<file path="src/cwsc_pkg.sv">
// Shared types and constants for the CSS white-space collapser.
`timescale 1ns / 1ps
package cwsc_pkg;

  localparam int unsigned CHAR_WIDTH    = 16;
  localparam int unsigned COUNT_WIDTH   = 16;
  localparam int unsigned CFG_IDX_WIDTH = 2;
  localparam int unsigned FIFO_DEPTH    = 4;

  localparam logic [CFG_IDX_WIDTH-1:0] CFG_KEEP_LF = 2'd0;
  localparam logic [CFG_IDX_WIDTH-1:0] CFG_KEEP_SP = 2'd1;

  localparam logic [CHAR_WIDTH-1:0] CH_LF = 16'h000A;
  localparam logic [CHAR_WIDTH-1:0] CH_CR = 16'h000D;
  localparam logic [CHAR_WIDTH-1:0] CH_SP = 16'h0020;

  typedef struct packed {
    logic [CHAR_WIDTH-1:0] ch;
    logic                  last;
    logic                  changed;
  } res_t;

  typedef struct packed {
    logic keep_lf;
    logic keep_sp;
  } cfg_t;

  typedef struct packed {
    logic [1:0] n;
    res_t       r0;
    res_t       r1;
  } push_t;

endpackage

</file>
<file path="src/cwsc_in_reg.sv">
// Input register holding one beat in front of the collapsing logic.
`timescale 1ns / 1ps
module cwsc_in_reg (
  input  logic                            clk_i,
  input  logic                            rst_ni,
  input  logic                            in_valid_i,
  input  logic [cwsc_pkg::CHAR_WIDTH-1:0] char_i,
  input  logic                            last_i,
  input  logic                            take_i,
  output logic                            in_stall_o,
  output logic                            valid_o,
  output logic [cwsc_pkg::CHAR_WIDTH-1:0] char_o,
  output logic                            last_o
);

  logic                            valid_q, valid_d;
  logic [cwsc_pkg::CHAR_WIDTH-1:0] char_q;
  logic                            last_q;
  logic                            load;

  assign in_stall_o = valid_q && !take_i;
  assign load       = in_valid_i && !in_stall_o;
  assign valid_d    = load ? 1'b1 : (take_i ? 1'b0 : valid_q);

  always_ff @(posedge clk_i or negedge rst_ni) begin
    if (!rst_ni) begin
      valid_q <= 1'b0;
    end else begin
      valid_q <= valid_d;
    end
  end

  always_ff @(posedge clk_i) begin
    if (load) begin
      char_q <= char_i;
      last_q <= last_i;
    end
  end

  assign valid_o = valid_q;
  assign char_o  = char_q;
  assign last_o  = last_q;

endmodule

</file>
<file path="src/cwsc_core.sv">
// Collapsing logic and per-string state; yields up to two results per beat.
`timescale 1ns / 1ps
module cwsc_core #(
  parameter int unsigned COUNT_WIDTH = cwsc_pkg::COUNT_WIDTH
) (
  input  logic                            clk_i,
  input  logic                            rst_ni,
  input  logic                            fire_i,
  input  logic [cwsc_pkg::CHAR_WIDTH-1:0] char_i,
  input  logic                            last_i,
  input  cwsc_pkg::cfg_t                  cfg_i,
  output cwsc_pkg::push_t                 push_o
);

  logic                            run_q, run_d;
  logic                            hb_q, hb_d;
  logic                            conv_q, conv_d;
  logic [COUNT_WIDTH-1:0]          inc_q, inc_d;
  logic [COUNT_WIDTH-1:0]          outc_q, outc_d;
  logic [COUNT_WIDTH-1:0]          inc_next, outc_next;
  logic [cwsc_pkg::CHAR_WIDTH-1:0] ch, e0, e1, pend, tail;
  logic [1:0]                      n;
  logic                            brk, last0, last1, chg;

  always_comb begin
    ch        = char_i;
    e0        = '0;
    e1        = '0;
    n         = 2'd0;
    run_d     = run_q;
    hb_d      = hb_q;
    conv_d    = conv_q;
    brk       = 1'b0;
    last0     = 1'b0;
    last1     = 1'b0;
    chg       = 1'b0;
    pend      = hb_q ? cwsc_pkg::CH_LF : cwsc_pkg::CH_SP;
    inc_next  = inc_q + COUNT_WIDTH'(1);

    if (cfg_i.keep_lf && cfg_i.keep_sp) begin
      if (run_q) begin
        e0 = pend;
        e1 = char_i;
        n  = 2'd2;
      end else begin
        e0 = char_i;
        n  = 2'd1;
      end
      run_d = 1'b0;
      hb_d  = 1'b0;
    end else begin
      if (!cfg_i.keep_lf && (ch == cwsc_pkg::CH_LF || ch == cwsc_pkg::CH_CR)) begin
        ch     = cwsc_pkg::CH_SP;
        conv_d = 1'b1;
      end
      brk = (ch == cwsc_pkg::CH_LF || ch == cwsc_pkg::CH_CR);
      if (run_q) begin
        if (ch != cwsc_pkg::CH_SP) begin
          if (brk) begin
            hb_d = 1'b1;
          end else begin
            e0    = pend;
            e1    = ch;
            n     = 2'd2;
            run_d = 1'b0;
            hb_d  = 1'b0;
          end
        end
      end else if (!cfg_i.keep_sp && ch == cwsc_pkg::CH_SP) begin
        run_d = 1'b1;
      end else if (!cfg_i.keep_sp && brk) begin
        run_d = 1'b1;
        hb_d  = 1'b1;
      end else begin
        e0 = ch;
        n  = 2'd1;
      end
    end

    tail = hb_d ? cwsc_pkg::CH_LF : cwsc_pkg::CH_SP;
    if (last_i && run_d) begin
      // run still open at end of string: flush it
      if (n == 2'd0) begin
        e0 = tail;
      end else begin
        e1 = tail;
      end
      n = n + 2'd1;
    end

    outc_next = outc_q + COUNT_WIDTH'(n);
    inc_d     = inc_next;
    outc_d    = outc_next;

    if (last_i) begin
      chg = (outc_next != inc_next) || conv_d;
      if (n == 2'd1) begin
        last0 = 1'b1;
      end else begin
        last1 = 1'b1;
      end
      run_d  = 1'b0;
      hb_d   = 1'b0;
      conv_d = 1'b0;
      inc_d  = '0;
      outc_d = '0;
    end
  end

  always_ff @(posedge clk_i or negedge rst_ni) begin
    if (!rst_ni) begin
      run_q  <= 1'b0;
      hb_q   <= 1'b0;
      conv_q <= 1'b0;
      inc_q  <= '0;
      outc_q <= '0;
    end else if (fire_i) begin
      run_q  <= run_d;
      hb_q   <= hb_d;
      conv_q <= conv_d;
      inc_q  <= inc_d;
      outc_q <= outc_d;
    end
  end

  assign push_o.n          = fire_i ? n : 2'd0;
  assign push_o.r0.ch      = e0;
  assign push_o.r0.last    = last0;
  assign push_o.r0.changed = last0 && chg;
  assign push_o.r1.ch      = e1;
  assign push_o.r1.last    = last1;
  assign push_o.r1.changed = last1 && chg;

endmodule

</file>
<file path="src/cwsc_out_fifo.sv">
// Small result queue: takes up to two results per cycle, sends one per beat.
`timescale 1ns / 1ps
module cwsc_out_fifo (
  input  logic                            clk_i,
  input  logic                            rst_ni,
  input  cwsc_pkg::push_t                 push_i,
  input  logic                            out_stall_i,
  output logic                            room_o,
  output logic                            out_valid_o,
  output logic [cwsc_pkg::CHAR_WIDTH-1:0] char_o,
  output logic                            last_o,
  output logic                            changed_o
);

  localparam int unsigned PtrW = $clog2(cwsc_pkg::FIFO_DEPTH);
  localparam int unsigned CntW = $clog2(cwsc_pkg::FIFO_DEPTH + 1);

  cwsc_pkg::res_t  mem [cwsc_pkg::FIFO_DEPTH];
  logic [PtrW-1:0] wr_q, wr_d, rd_q, rd_d;
  logic [CntW-1:0] cnt_q, cnt_d;
  logic            pop;

  assign out_valid_o = (cnt_q != '0);
  assign pop         = out_valid_o && !out_stall_i;
  assign room_o      = (cnt_q <= CntW'(cwsc_pkg::FIFO_DEPTH - 2));

  assign wr_d  = wr_q + PtrW'(push_i.n);
  assign rd_d  = rd_q + PtrW'(pop);
  assign cnt_d = cnt_q + CntW'(push_i.n) - CntW'(pop);

  always_ff @(posedge clk_i or negedge rst_ni) begin
    if (!rst_ni) begin
      wr_q  <= '0;
      rd_q  <= '0;
      cnt_q <= '0;
    end else begin
      wr_q  <= wr_d;
      rd_q  <= rd_d;
      cnt_q <= cnt_d;
    end
  end

  always_ff @(posedge clk_i) begin
    if (push_i.n != 2'd0) begin
      mem[wr_q] <= push_i.r0;
    end
    if (push_i.n == 2'd2) begin
      mem[wr_q + PtrW'(1)] <= push_i.r1;
    end
  end

  assign char_o    = mem[rd_q].ch;
  assign last_o    = mem[rd_q].last;
  assign changed_o = mem[rd_q].changed;

endmodule

</file>
<file path="src/css_whitespace_collapser_unit.sv">
// Top level of the CSS white-space collapser.
//
//  channel | direction | handshake                   | payload
//  in      | input     | in_valid_i / in_stall_o     | char_in_i, last_in_i
//  out     | output    | out_valid_o / out_stall_i   | char_out_o, last_out_o, string_changed_o
//  cfg     | input     | cfg_valid_i / cfg_ready_o   | cfg_index_i, cfg_data_i
//
// One input beat is taken per cycle while the queue has room; beats pass the input register
// and the result queue. A beat can yield two results; the output port sends one per cycle
// unless stalled, so it alone sets the sustained rate when pending runs are flushed. A
// four-entry result queue decouples the sides; input stalls when it holds more than two
// results and the input register is full. Reset clears all state at once; no clearing pass.
`timescale 1ns / 1ps
module css_whitespace_collapser_unit #(
  parameter int unsigned COUNT_WIDTH = cwsc_pkg::COUNT_WIDTH
) (
  input  logic                               clk_i,
  input  logic                               rst_ni,
  input  logic                               in_valid_i,
  output logic                               in_stall_o,
  input  logic [cwsc_pkg::CHAR_WIDTH-1:0]    char_in_i,
  input  logic                               last_in_i,
  output logic                               out_valid_o,
  input  logic                               out_stall_i,
  output logic [cwsc_pkg::CHAR_WIDTH-1:0]    char_out_o,
  output logic                               last_out_o,
  output logic                               string_changed_o,
  input  logic                               cfg_valid_i,
  output logic                               cfg_ready_o,
  input  logic [cwsc_pkg::CFG_IDX_WIDTH-1:0] cfg_index_i,
  input  logic                               cfg_data_i
);

  cwsc_pkg::cfg_t                  cfg_q, cfg_d;
  cwsc_pkg::push_t                 push;
  logic                            room, fire, stg_valid, stg_last;
  logic [cwsc_pkg::CHAR_WIDTH-1:0] stg_char;

  assign cfg_ready_o = 1'b1;

  always_comb begin
    cfg_d = cfg_q;
    if (cfg_valid_i) begin
      case (cfg_index_i)
        cwsc_pkg::CFG_KEEP_LF: cfg_d.keep_lf = cfg_data_i;
        cwsc_pkg::CFG_KEEP_SP: cfg_d.keep_sp = cfg_data_i;
        default: cfg_d = cfg_q;
      endcase
    end
  end

  always_ff @(posedge clk_i or negedge rst_ni) begin
    if (!rst_ni) begin
      cfg_q <= '0;
    end else begin
      cfg_q <= cfg_d;
    end
  end

  assign fire = stg_valid && room;

  cwsc_in_reg u_in_reg (
    .clk_i      (clk_i),
    .rst_ni     (rst_ni),
    .in_valid_i (in_valid_i),
    .char_i     (char_in_i),
    .last_i     (last_in_i),
    .take_i     (fire),
    .in_stall_o (in_stall_o),
    .valid_o    (stg_valid),
    .char_o     (stg_char),
    .last_o     (stg_last)
  );

  cwsc_core #(
    .COUNT_WIDTH (COUNT_WIDTH)
  ) u_core (
    .clk_i  (clk_i),
    .rst_ni (rst_ni),
    .fire_i (fire),
    .char_i (stg_char),
    .last_i (stg_last),
    .cfg_i  (cfg_q),
    .push_o (push)
  );

  cwsc_out_fifo u_out_fifo (
    .clk_i       (clk_i),
    .rst_ni      (rst_ni),
    .push_i      (push),
    .out_stall_i (out_stall_i),
    .room_o      (room),
    .out_valid_o (out_valid_o),
    .char_o      (char_out_o),
    .last_o      (last_out_o),
    .changed_o   (string_changed_o)
  );

endmodule

</file>
<file path="config.mk">
export PLATFORM = sky130hd
export DESIGN_NAME = css_whitespace_collapser_unit
export DESIGN_NICKNAME = d
export VERILOG_FILES = /design/src/cwsc_pkg.sv /design/src/cwsc_in_reg.sv /design/src/cwsc_core.sv /design/src/cwsc_out_fifo.sv /design/src/css_whitespace_collapser_unit.sv
export SDC_FILE = /design/constraint.sdc
export NUM_CORES = 1
export LEC_CHECK = 0
export ABC_AREA = 1
export BUFFER_PORTS_ARGS = -buffer_cell sky130_fd_sc_hd__buf_4
export CAP_MARGIN = 30
export CORE_ASPECT_RATIO = 2
export CORE_MARGIN = 2
export CORE_UTILIZATION = 64
export CTS_CLUSTER_SIZE = 14
export DETAILED_ROUTE_END_ITERATION = 12
export PLACE_DENSITY_LB_ADDON = 0.12
export SLEW_MARGIN = 40
export SYNTH_ARGS = -nofsm -noshare
export SYNTH_HDL_FRONTEND = slang
export SYNTH_HIERARCHICAL = 1
export SYNTH_SLANG_ARGS = --single-unit
</file>
<file path="constraint.sdc">
create_clock -name clk_i -period 6.1 [get_ports clk_i]
set_clock_uncertainty 0.15 [all_clocks]
set_input_delay 1.22 -clock clk_i [delete_from_list [all_inputs] [get_ports clk_i]]
set_output_delay 1.22 -clock clk_i [all_outputs]
set_load 0.03 [all_outputs]
</file>
==> summary.txt <==
Routed WL: 20690 um
Final Net Count: 1000
Sw Ratio: 0.3964
Clock-pin slew on the worst setup and hold paths: 0.06 ns
Clock sink total: 134
Row count: 57
Post-route ant nets: 0
Number of gates resized after cts: 0
Synth area leader: edfxtp_1
Cell total after placement: 1094
Int Pwr: 2.301 mW
Clock latency at the later pin of the worst-skew pair: 0.42 ns
Critical Path RT: 6.11 ns
Routability cong.: 0.9595
Critical path endpoint category: register
Slew @ Worst Pin: 0.6781 ns
WL/cell: 18.38 um
Final setup viols: 0
Setup repair after global routing missed its margin: no
Number of setup buffers added after CTS: 0
Fin Setup TNS: 0 ns
Library cells used by synthesis: 38
YS warnings: 6
Logic pwr share: 0.381
Highest Clock Rate: 210.7 MHz
First-pass GRT wire length: 32620 um
Status: complete, no violations
Hold slack: 0.3508 ns
Top-count cell post-synth: nand2_1
Gate Count Post-Synth: 931
H-Tree Depth: 4
Die W: 82.16 um
Seq pwr share: 0.349
Worst Path Max Fanout: 30
Clock Path Buffers: 2
Minimum clock period: 4.745 ns
Switching pwr: 1.511 mW
Fin cells: 1126
TritonCTS clock tree: built
Final Cycle Share: 0.7779
Total number of vias: 6701
Ys flop type: edfxtp_1
Crit-path max cell delay: 0.70 ns
Synthesized cell area: 0.007820 mm^2
GRT Util Overall: 0.3344
WP data arrival: 4.75 ns
Pre-CTS setup slack: 1.448 ns
Die Ht: 160.3 um
Max cap viols: 0
TritonCTS buffer count: 17
Initial Util: 0.6488
Synth async-reset ratio: 0.3358
Initial antenna violation count: 0
Worst IR Drop VDD: 0.3455 mV
Die area: 0.01317 mm^2
Cell Chain, Critical Path: inv_1 -> o21ai_0 -> nand3_2 -> nand2_2 -> ha_1 -> inv_1 -> fa_1 -> nor2_2 -> nand3_1 -> nand2_1 -> nand2_1 -> inv_1 -> nand2_1 -> nand2_1 -> nand3_1 -> nor2_1 -> nand4_1 -> nand2_1 -> nor2_1 -> inv_1 -> o21ai_1
Final Max Slew Viols: 0
Count of input and output buffers: 44
Layout cells sized above 1: 0.1798
DR iter-0 viols: 566
Layout area overhead: 12.14%
Setup CP Type: reg -> reg
Mapped Avg Cell Area: 8.400 um^2
Final setup margin: 1.355 ns
FF+latch count, synth: 134
Hpwl dp: 14980 um
Final hold vios: 0
Hold Buf Count CTS: 0
Fill cells: 896
Post-synth top area share: 0.3418
HP Class: reg -> reg
Drc violations: 0
Headroom to the max-slew limit: 0.5432
Most frequent cells after synthesis: nand2_1, inv_1, nor2_1
CP max stage cell: dfrtp_2
Synthesized net count: 965
Cell mode on critical path: nand2_1
Worst setup SP type: register
ANT cells: 0
Grt total ovfl: 0
Post-synthesis sequential area ratio: 0.4858
Number of I/O pins: 46
Number of synthesized flops with an enable pin: 89
CTS root buffer: clkbuf_16
Vias in the first global route: 6746
Leakage: 3.797 nW
Vias per inst: 5.951
Pwr/cell area: 434.7 mW/mm^2
Clk network pwr share: 0.270
Largest net degree at the start of global routing: 46
Tot Pwr: 3.812 mW
Top post-synthesis cells by area: edfxtp_1, dfrtp_1, nand2_1
DR pass1 iterations: 6
Core Region: 0.01205 mm^2
==> critical path, delay by kind of cell (launching register included) <==
kind                     cells  cell delay [ns]
buffers and inverters        4             0.57
AND/OR/NAND/NOR             13             1.70
AO/OA/AOI/OAI                2             0.69
adder cells (fa/ha/maj)      2             0.67
flip-flops                   1             0.70
==> logic make-up (layout without fill, tap and decap cells) <==
kind of cell / Yosys count / in the layout / share of synthesized area
other: 1 / 1 / 0.0004795
buffers and inverters: 148 / 196 / 0.08416
and+or+nand+nor: 425 / 425 / 0.2362
adders and majority gates: 9 / 9 / 0.01632
AOI/OAI and AO/OA: 197 / 197 / 0.1581
xor gates and xnor gates: 17 / 17 / 0.01904
DFF: 134 / 134 / 0.4858
==> metal layers <==
layer / share of wire / GRT usage / vias up
met2: 0.57 / 0.6116 / 290
met5: 0 / 0 / -
li1: - / - / 3183
met3: 0.048 / 0.05506 / 91
met1: 0.32 / 0.3208 / 3137
met4: 0.069 / 0.2303 / 0
==> final timing paths <==
path | start | end | slack (ns) | depth (start not counted)
worst max-delay path | u_core/run_q | u_out_fifo/mem[1][0] | 1.35 | 21
worst min-delay path | u_out_fifo/rd_q[1] | u_out_fifo/rd_q[1] | 0.35 | 2
worst max register to register | u_core/run_q | u_out_fifo/mem[1][0] | 1.35 | 21
worst min register to register | u_out_fifo/rd_q[1] | u_out_fifo/rd_q[1] | 0.35 | 2
max in group asynchronous | rst_ni | u_core/run_q | 4.69 | 1
min in group asynchronous | rst_ni | u_core/inc_q[10] | 0.66 | 1
==> cell type report <==
| type | instances | area [um^2] | area share |
|---|---|---|---|
| Clock buffer | 18 | 429.2 | 0.04894 |
| Clock inverter | 14 | 166.4 | 0.01898 |
| Inverter | 114 | 429.2 | 0.04894 |
| Multi-Input combinational cell | 649 | 3386 | 0.3861 |
| Sequential cell | 134 | 3800 | 0.4333 |
| Tap cell | 147 | 183.9 | 0.02097 |
| Timing Repair Buffer | 50 | 375.4 | 0.04280 |
==> stage by stage <==
step,utilization,instance area (um^2)
global route,0.7276,8770
finish,0.7276,8770
global placement,0.6775,8165
floorplan,-,7820
detailed placement,0.6782,8174
CTS,0.7276,8770
==> power by group through the flow <==
stage	sequential (mW)	clock [mW]	combinational, mW
after global placement	1.33	0	1.40
final	1.33	1.03	1.45
after detailed placement	1.35	0	1.45
after global routing	1.35	1.07	1.62
after CTS	1.33	1.03	1.46
after floorplan	1.32	0	1.01
==> layout by cell type, fill, tap and decap left out, drive strengths merged, types with 18 or more instances in the layout <==
master  synthesis  layout
inv           113     120
buf            19      50
edfxtp         89      89
nand4          19      19
nand2         236     236
nor2          113     113
nand3          42      42
o21ai         155     155
dfrtp          45      45
o22ai          28      28
clkbuf         15      18
==> sequential cells by signal, indices dropped and copies added (netlist names), 2 cells and up <==
signal and cells:
u_core/outc_q 16, u_core/inc_q 16, u_out_fifo/wr_q 2, u_out_fifo/rd_q 2
u_out_fifo/cnt_q 3, u_out_fifo/mem 72, u_in_reg/char_o 16, cfg_q 2
Note: power is estimated with default switching activity, not from simulation.
